**src/rtl/oehf_pkg.sv**
```systemverilog
// Shared types and codes for the occupancy enclosure and hole-fill block.
// No dependencies.
package oehf_pkg;

    localparam int ROW_W  = 7;
    localparam int COL_W  = 9;
    localparam int VAL_W  = 16;
    localparam int CELL_W = VAL_W + 1;

    localparam logic [1:0] FN_INSERT = 2'd0;
    localparam logic [1:0] FN_QUERY  = 2'd1;
    localparam logic [1:0] FN_CLEAR  = 2'd2;
    localparam logic [1:0] FN_NONE   = 2'd3;

    localparam logic [1:0] ST_OUTSIDE = 2'd0;
    localparam logic [1:0] ST_FOUND   = 2'd1;
    localparam logic [1:0] ST_NODATA  = 2'd2;

    localparam logic [1:0] REG_ROWS   = 2'd0;
    localparam logic [1:0] REG_COLS   = 2'd1;
    localparam logic [1:0] REG_LEVELS = 2'd2;

    typedef enum logic [1:0] {
        OP_INSERT  = 2'd0,
        OP_QUERY   = 2'd1,
        OP_CLEAR   = 2'd2,
        OP_OUTSIDE = 2'd3
    } op_t;

    typedef struct packed {
        op_t                     op;
        logic [ROW_W-1:0]        row;
        logic [COL_W-1:0]        col;
        logic signed [VAL_W-1:0] relief;
    } cmd_t;

    typedef struct packed {
        logic [7:0] nrows;
        logic [9:0] ncols;
        logic [3:0] nlev;
    } cfg_t;

endpackage

```
**src/rtl/oehf_front.sv**
```systemverilog
// Front end: accepts input beats, classifies them and queues commands.
// Depends on oehf_pkg.
module oehf_front import oehf_pkg::*; (
    input  logic                    aclk,
    input  logic                    aresetn,
    input  cfg_t                    cfg,
    input  logic                    clr_busy,
    input  logic                    s_valid,
    output logic                    s_ready,
    input  logic [1:0]              s_func,
    input  logic [ROW_W-1:0]        s_row,
    input  logic [COL_W-1:0]        s_col,
    input  logic signed [VAL_W-1:0] s_relief,
    output logic                    q_valid,
    output cmd_t                    q_cmd,
    input  logic                    q_pop
);

    cmd_t       fifo_reg [2];
    logic       wr_ptr_reg, wr_ptr_next;
    logic       rd_ptr_reg, rd_ptr_next;
    logic [1:0] cnt_reg, cnt_next;
    cmd_t       cmd_in;
    logic       keep, in_grid, push;

    assign in_grid = ({1'b0, s_row} < cfg.nrows) && ({1'b0, s_col} < cfg.ncols);

    always_comb begin
        cmd_in.row    = s_row;
        cmd_in.col    = s_col;
        cmd_in.relief = s_relief;
        cmd_in.op     = OP_INSERT;
        keep          = 1'b0;
        unique case (s_func)
            FN_INSERT: begin
                cmd_in.op = OP_INSERT;
                keep      = in_grid;
            end
            FN_QUERY: begin
                cmd_in.op = in_grid ? OP_QUERY : OP_OUTSIDE;
                keep      = 1'b1;
            end
            FN_CLEAR: begin
                cmd_in.op = OP_CLEAR;
                keep      = 1'b1;
            end
            default: begin
                keep = 1'b0;
            end
        endcase
    end

    assign s_ready = (cnt_reg != 2'd2) && !clr_busy;
    assign push    = s_valid && s_ready && keep;
    assign q_valid = (cnt_reg != 2'd0);
    assign q_cmd   = fifo_reg[rd_ptr_reg];

    always_comb begin
        wr_ptr_next = push  ? !wr_ptr_reg : wr_ptr_reg;
        rd_ptr_next = q_pop ? !rd_ptr_reg : rd_ptr_reg;
        cnt_next    = cnt_reg + 2'(push) - 2'(q_pop);
    end

    always_ff @(posedge aclk) begin
        if (!aresetn) begin
            wr_ptr_reg <= 1'b0;
            rd_ptr_reg <= 1'b0;
            cnt_reg    <= 2'd0;
        end else begin
            wr_ptr_reg <= wr_ptr_next;
            rd_ptr_reg <= rd_ptr_next;
            cnt_reg    <= cnt_next;
        end
    end

    always_ff @(posedge aclk) begin
        if (push) begin
            fifo_reg[wr_ptr_reg] <= cmd_in;
        end
    end

    a_cnt_bound: assert property (@(posedge aclk) disable iff (!aresetn)
        cnt_reg != 2'd3)
        else $error("command queue overfilled");

    a_pop_nonempty: assert property (@(posedge aclk) disable iff (!aresetn)
        q_pop |-> cnt_reg != 2'd0)
        else $error("pop from empty command queue");

endmodule

```
**config.mk**
```make
export PLATFORM = sky130hd
export DESIGN_NAME = oehf_front
export DESIGN_NICKNAME = d
export VERILOG_FILES = /design/src/rtl/oehf_pkg.sv /design/src/rtl/oehf_front.sv
export SDC_FILE = /design/constraint.sdc
export NUM_CORES = 1
export LEC_CHECK = 0
export ABC_AREA = 1
export BUFFER_PORTS_ARGS = -buffer_cell sky130_fd_sc_hd__buf_2
export CAP_MARGIN = 25
export CORE_ASPECT_RATIO = 0.9
export CORE_MARGIN = 2
export CORE_UTILIZATION = 45
export DETAILED_ROUTE_END_ITERATION = 8
export PLACE_DENSITY = 0.82
export SYNTH_ARGS = -nofsm -noshare
export SYNTH_HDL_FRONTEND = slang
export SYNTH_SLANG_ARGS = --single-unit
export TNS_END_PERCENT = 100
```
**constraint.sdc**
```tcl
create_clock -name aclk -period 4.2 [get_ports aclk]
set_input_delay 0.63 -clock aclk [delete_from_list [all_inputs] [get_ports aclk]]
set_output_delay 0.63 -clock aclk [all_outputs]
set_load 0.05 [all_outputs]
```
# Yosys cells after proc, flatten, opt, wreduce, memory -nomap -nowiden
# Memory sizes are Yosys's and may differ from the RTL's. A register that Yosys moved wholly into a read port is not among the register bits.
# Index checks and enable logic that the tools add are counted.
[totals] mem_count=1 mem_bits_rw=68 word_cells=28 output_inout_bits=36 ff_bits=4
[classes] reduce_logical=10 n_lt_le_gt_ge=2 eq_ne=3 muxes=7 n_addsub=2
[memory_table] memory="fifo_reg" depth=2 word_bits=34 rd=1 rd_ports_with_merged_regs=1 write_ports=1 line_no="oehf_front.sv:19" text="cmd_t fifo_reg [2];"
[op_table] cell="< comparator 9 x 10 -> 1 bit" count=1
[op_table] cell="< comparator 7 x 8 -> 1 bit" count=1
[op_table] cell="logical AND 1 bit" count=4
[op_table] cell="two-way mux 1 bit" count=4
[op_table] cell="one-hot mux 2 bit (2 select lines)" count=1
[op_table] cell="zero test 1 bit" count=3
[op_table] cell="adder 2 x 1 -> 2 bit" count=1
[op_table] cell="== test 2 x 1 -> 1 bit, second input constant" count=1
[op_table] cell="== test 2 bit, second input constant" count=1
[op_table] cell="zero test 2 bit" count=1
[op_table] cell="two-way mux 2 bit" count=1
[op_table] cell="inequality test 2 bit, second input constant" count=1
[op_table] cell="one-hot mux 1 bit (2 select lines)" count=1
[op_table] cell="nonzero test 2 bit" count=1
[op_table] cell="OR reduction 2 bit" count=1
[op_table] cell="subtractor 2 x 1 -> 2 bit" count=1

# Depth between registers and ports, before layout
[depth] depth_word=6 depth_mapped=16

# Worst setup path before layout
# Ideal clock, no wire load.
[synth_path] path_type="input to register" start="input port clr_busy" end="memory fifo_reg[0][0] in the netlist's numbering, enable pin" path_buffers=0 path_stages=4 setup_time_ns=0.425 t_arrival_ns=3.297 path_slack_ns=0.478 cell_sequence="a21oi_1 and3b_2 nand2_1 nor2_1"
[synth_between] elab_chain_len=6
[synth_lines] item="start: declaration" line_no="oehf_front.sv:7" text="input logic clr_busy,"
[synth_lines] item="zero test 1 bit" line_no="oehf_front.sv:53" text="assign s_ready = (cnt_reg != 2'd2) && !clr_busy;"
[synth_lines] item="logical AND 1 bit" line_no="oehf_front.sv:53"
[synth_lines] item="logical AND 1 bit (2 in series)" line_no="oehf_front.sv:54" text="assign push = s_valid && s_ready && keep;"
[synth_lines] item="two-way mux 1 bit" line_no="oehf_front.sv:77" text="if (push) begin"
[synth_lines] item="two-way mux 1 bit (implied by the code)" line_no="oehf_front.sv:78" text="fifo_reg[wr_ptr_reg] <= cmd_in;"
[synth_lines] item="end: declaration" line_no="oehf_front.sv:19"
# Every way passes these cells.

==> results.py <==
metrics = {
    "outcome": {
        "status": "completed",
    },
    "timing": {
        "finalHoldViolCount": 0,
        "rsz0062_at_grt": "false",
        "slew_viol_final": 0,
        "fin_skew_ns": 0.00742,
        "max_slew_margin": 0.437,
        "setup_viol": 0,
        "tightest_slew_ns": 0.845,
        "finalCritPeriodShare": 0.596,
        "min_period_ns": 2.50,
        "finalSetupTns_ns": 0,
        "fmax_mhz": 400,
    },
    "placed_design": {
        "place_area_sq_mm": 0.00375,
        "hpwlAfterDp_microns": 3770,
        "place_congestion": 0.718,
        "io_buffer_count": 92,
    },
    "critical_path": {
        "critPathMaxFanout": 34,
        "worstSetupStartpointType": "register",
        "cp_cell_sequence": "mux2_2 -> buf_2",
        "critPathKind": "register to output pin",
        "slowest_stage": "dfxtp_2",
        "worstPathArrival_ns": 1.87,
        "required_ns": 3.57,
        "critPathMaxStageDelay_ns": 0.89,
        "end_kind": "output pin",
    },
    "layout": {
        "stdcell_area_sq_mm": 0.00400,
        "final_common_cell": "buf_2",
        "largest_reg_flops": 68,
        "fill_cells": 600,
        "diodes": 0,
        "areaGrowthSynthToFinish_pct": 26.1,
        "drive_gt1_frac": 0.465,
        "layout_common_cells": "buf_2 (92), edfxtp_1 (68), mux2_2 (34), inv_1 (31), nand2_1 (25)",
        "multi_input_area_sq_um": 895,
        "nets": 401,
        "regArea_sq_mm": 0.00214,
    },
    "global_route": {
        "grt_max_degree": 35,
        "grt-ovfl-total": 0,
        "grt_pass1_wl_microns": 8980,
        "grt_pass1_vias": 1944,
        "grt_use_total": 0.155,
        "antenna_found_initial": 0,
    },
    "route": {
        "routedWlPerCell_microns": 13.5,
        "drt_pass1_iterations": 4,
        "drc": 0,
        "vias_per_cell": 4.68,
        "vias": 1957,
        "drtAntennaViolNets": 0,
        "wl_microns": 5630,
        "first_iter_violations": 59,
    },
    "pwr": {
        "p_per_area_mw_per_mm2": 438,
        "ir_drop_mv": 0.230,
        "power.total_mw": 1.75,
        "leakagePower_nw": 1.73,
    },
    "clock_network": {
        "holdBufCountCts": 0,
        "cts_max_level": 3,
        "clock_latency_ns": 0.35,
        "clk_pin_slew_ns": 0.08,
        "root_buffer": "clkbuf_8",
        "clk_path_buf_depth": 2,
        "postCtsSetupRepairBufs": 0,
        "cts_tree": "done",
        "cts_made_buffers": 9,
        "clock_sinks": 73,
        "cts_resized": 0,
    },
    "logic_synthesis": {
        "yosys.area.top_type": "edfxtp_1",
        "synth_seq_cells": 73,
        "synth_area_leaders": "edfxtp_1 (64%), mux2_2 (12%), ha_1 (7.9%)",
        "netlist.area_leader.share": 0.644,
        "ys.warnings.count": 0,
        "syn_nets": 300,
        "syn_avg_cell_area_sq_um": 14.5,
        "synth.distinct_cells": 20,
        "synth_seq_area_share": 0.676,
        "syn_inst": 219,
        "syn_area_sq_mm": 0.00317,
    },
    "run": {
        "drv_cap": 0,
    },
    "floorplanning": {
        "fp-row-count": 29,
        "core_sq_mm": 0.00693,
        "die_width_microns": 92.5,
        "die_height_microns": 83.6,
        "dieArea_sq_mm": 0.00773,
        "ios": 97,
        "start_util": 0.457,
    },
    "min_path": {
        "min_path_type": "input port to register",
    },
}
[power breakdown]
group / leakage [nW] / switching (mW) / internal (mW)
Combinational: 0.948 / 0.158 / 0.0827
Sequential: 0.658 / 0.0157 / 0.817
Clock: 0.121 / 0.278 / 0.401
Total: 1.73 / 0.452 / 1.30
[worst max-delay path, delay by kind of cell, from the launching register on]
| family | cells | cell delay [ns] |
|---|---|---|
| buffers and inverters | 1 | 0.22 |
| multiplexers | 1 | 0.42 |
| flip-flops | 1 | 0.89 |
[through the flow]
| stage | setup slack (ns) | util | hold slack, ns | std cells |
|---|---|---|---|---|
| after detailed placement | 1.39 | 0.541 | 0.486 | 402 |
| after CTS | 1.65 | 0.577 | 0.449 | 418 |
| final | 1.70 | 0.577 | 0.463 | 418 |
| after global routing | 1.57 | 0.577 | 0.434 | 418 |
| after floorplan | 0.478 | - | 0.458 | 219 |
| after global placement | 1.45 | 0.541 | 0.475 | 402 |
[cells by family after synthesis]
group / count (synthesis) / synth area share
adder cells (fa/ha/maj): 20 / 0.0790
multiplexers: 34 / 0.121
AO/OA/AOI/OAI: 12 / 0.0197
flip-flops: 73 / 0.676
buffers and inverters: 36 / 0.0442
XOR/XNOR: 1 / 0.00276
AND/OR/NAND/NOR: 43 / 0.0576
[per-layer routing]
| metal | GRT usage | share of wire |
|---|---|---|
| met5 | 0 | 0 |
| met4 | 0.0543 | 0.014 |
| met3 | 0.0605 | 0.075 |
| met2 | 0.257 | 0.48 |
| met1 | 0.185 | 0.43 |
[synthesized netlist by cell type (all sizes together)]
cell,instances
and3b,1
xnor2,1
and3,1
mux2,34
dfxtp,5
a21oi,7
buf,4
ha,20
nor2,11
nand2,27
nand4,1
nand3,2
a21o,1
inv,32
edfxtp,68
o21ai,4
[cell type report]
type	instances	area share
multi-input combinational	110	0.224
clock buffer	9	0.0310
tap	93	0.0291
sequential	73	0.536
timing repair buffer	94	0.119
inverter	32	0.0300
clock inverter	7	0.0310
[worst paths after layout]
check	startpoint	endpoint	slack (ns)	depth (start not counted)
worst max-delay path	register	q_cmd[26]	1.70	2
worst min-delay path	s_relief[2]	fifo_reg[1][2]	0.46	1
worst max register to register	cnt_reg[0]	cnt_reg[1]	2.42	10
worst min register to register	cnt_reg[1]	cnt_reg[1]	0.51	2
Note: power is estimated with default switching activity, not from simulation.
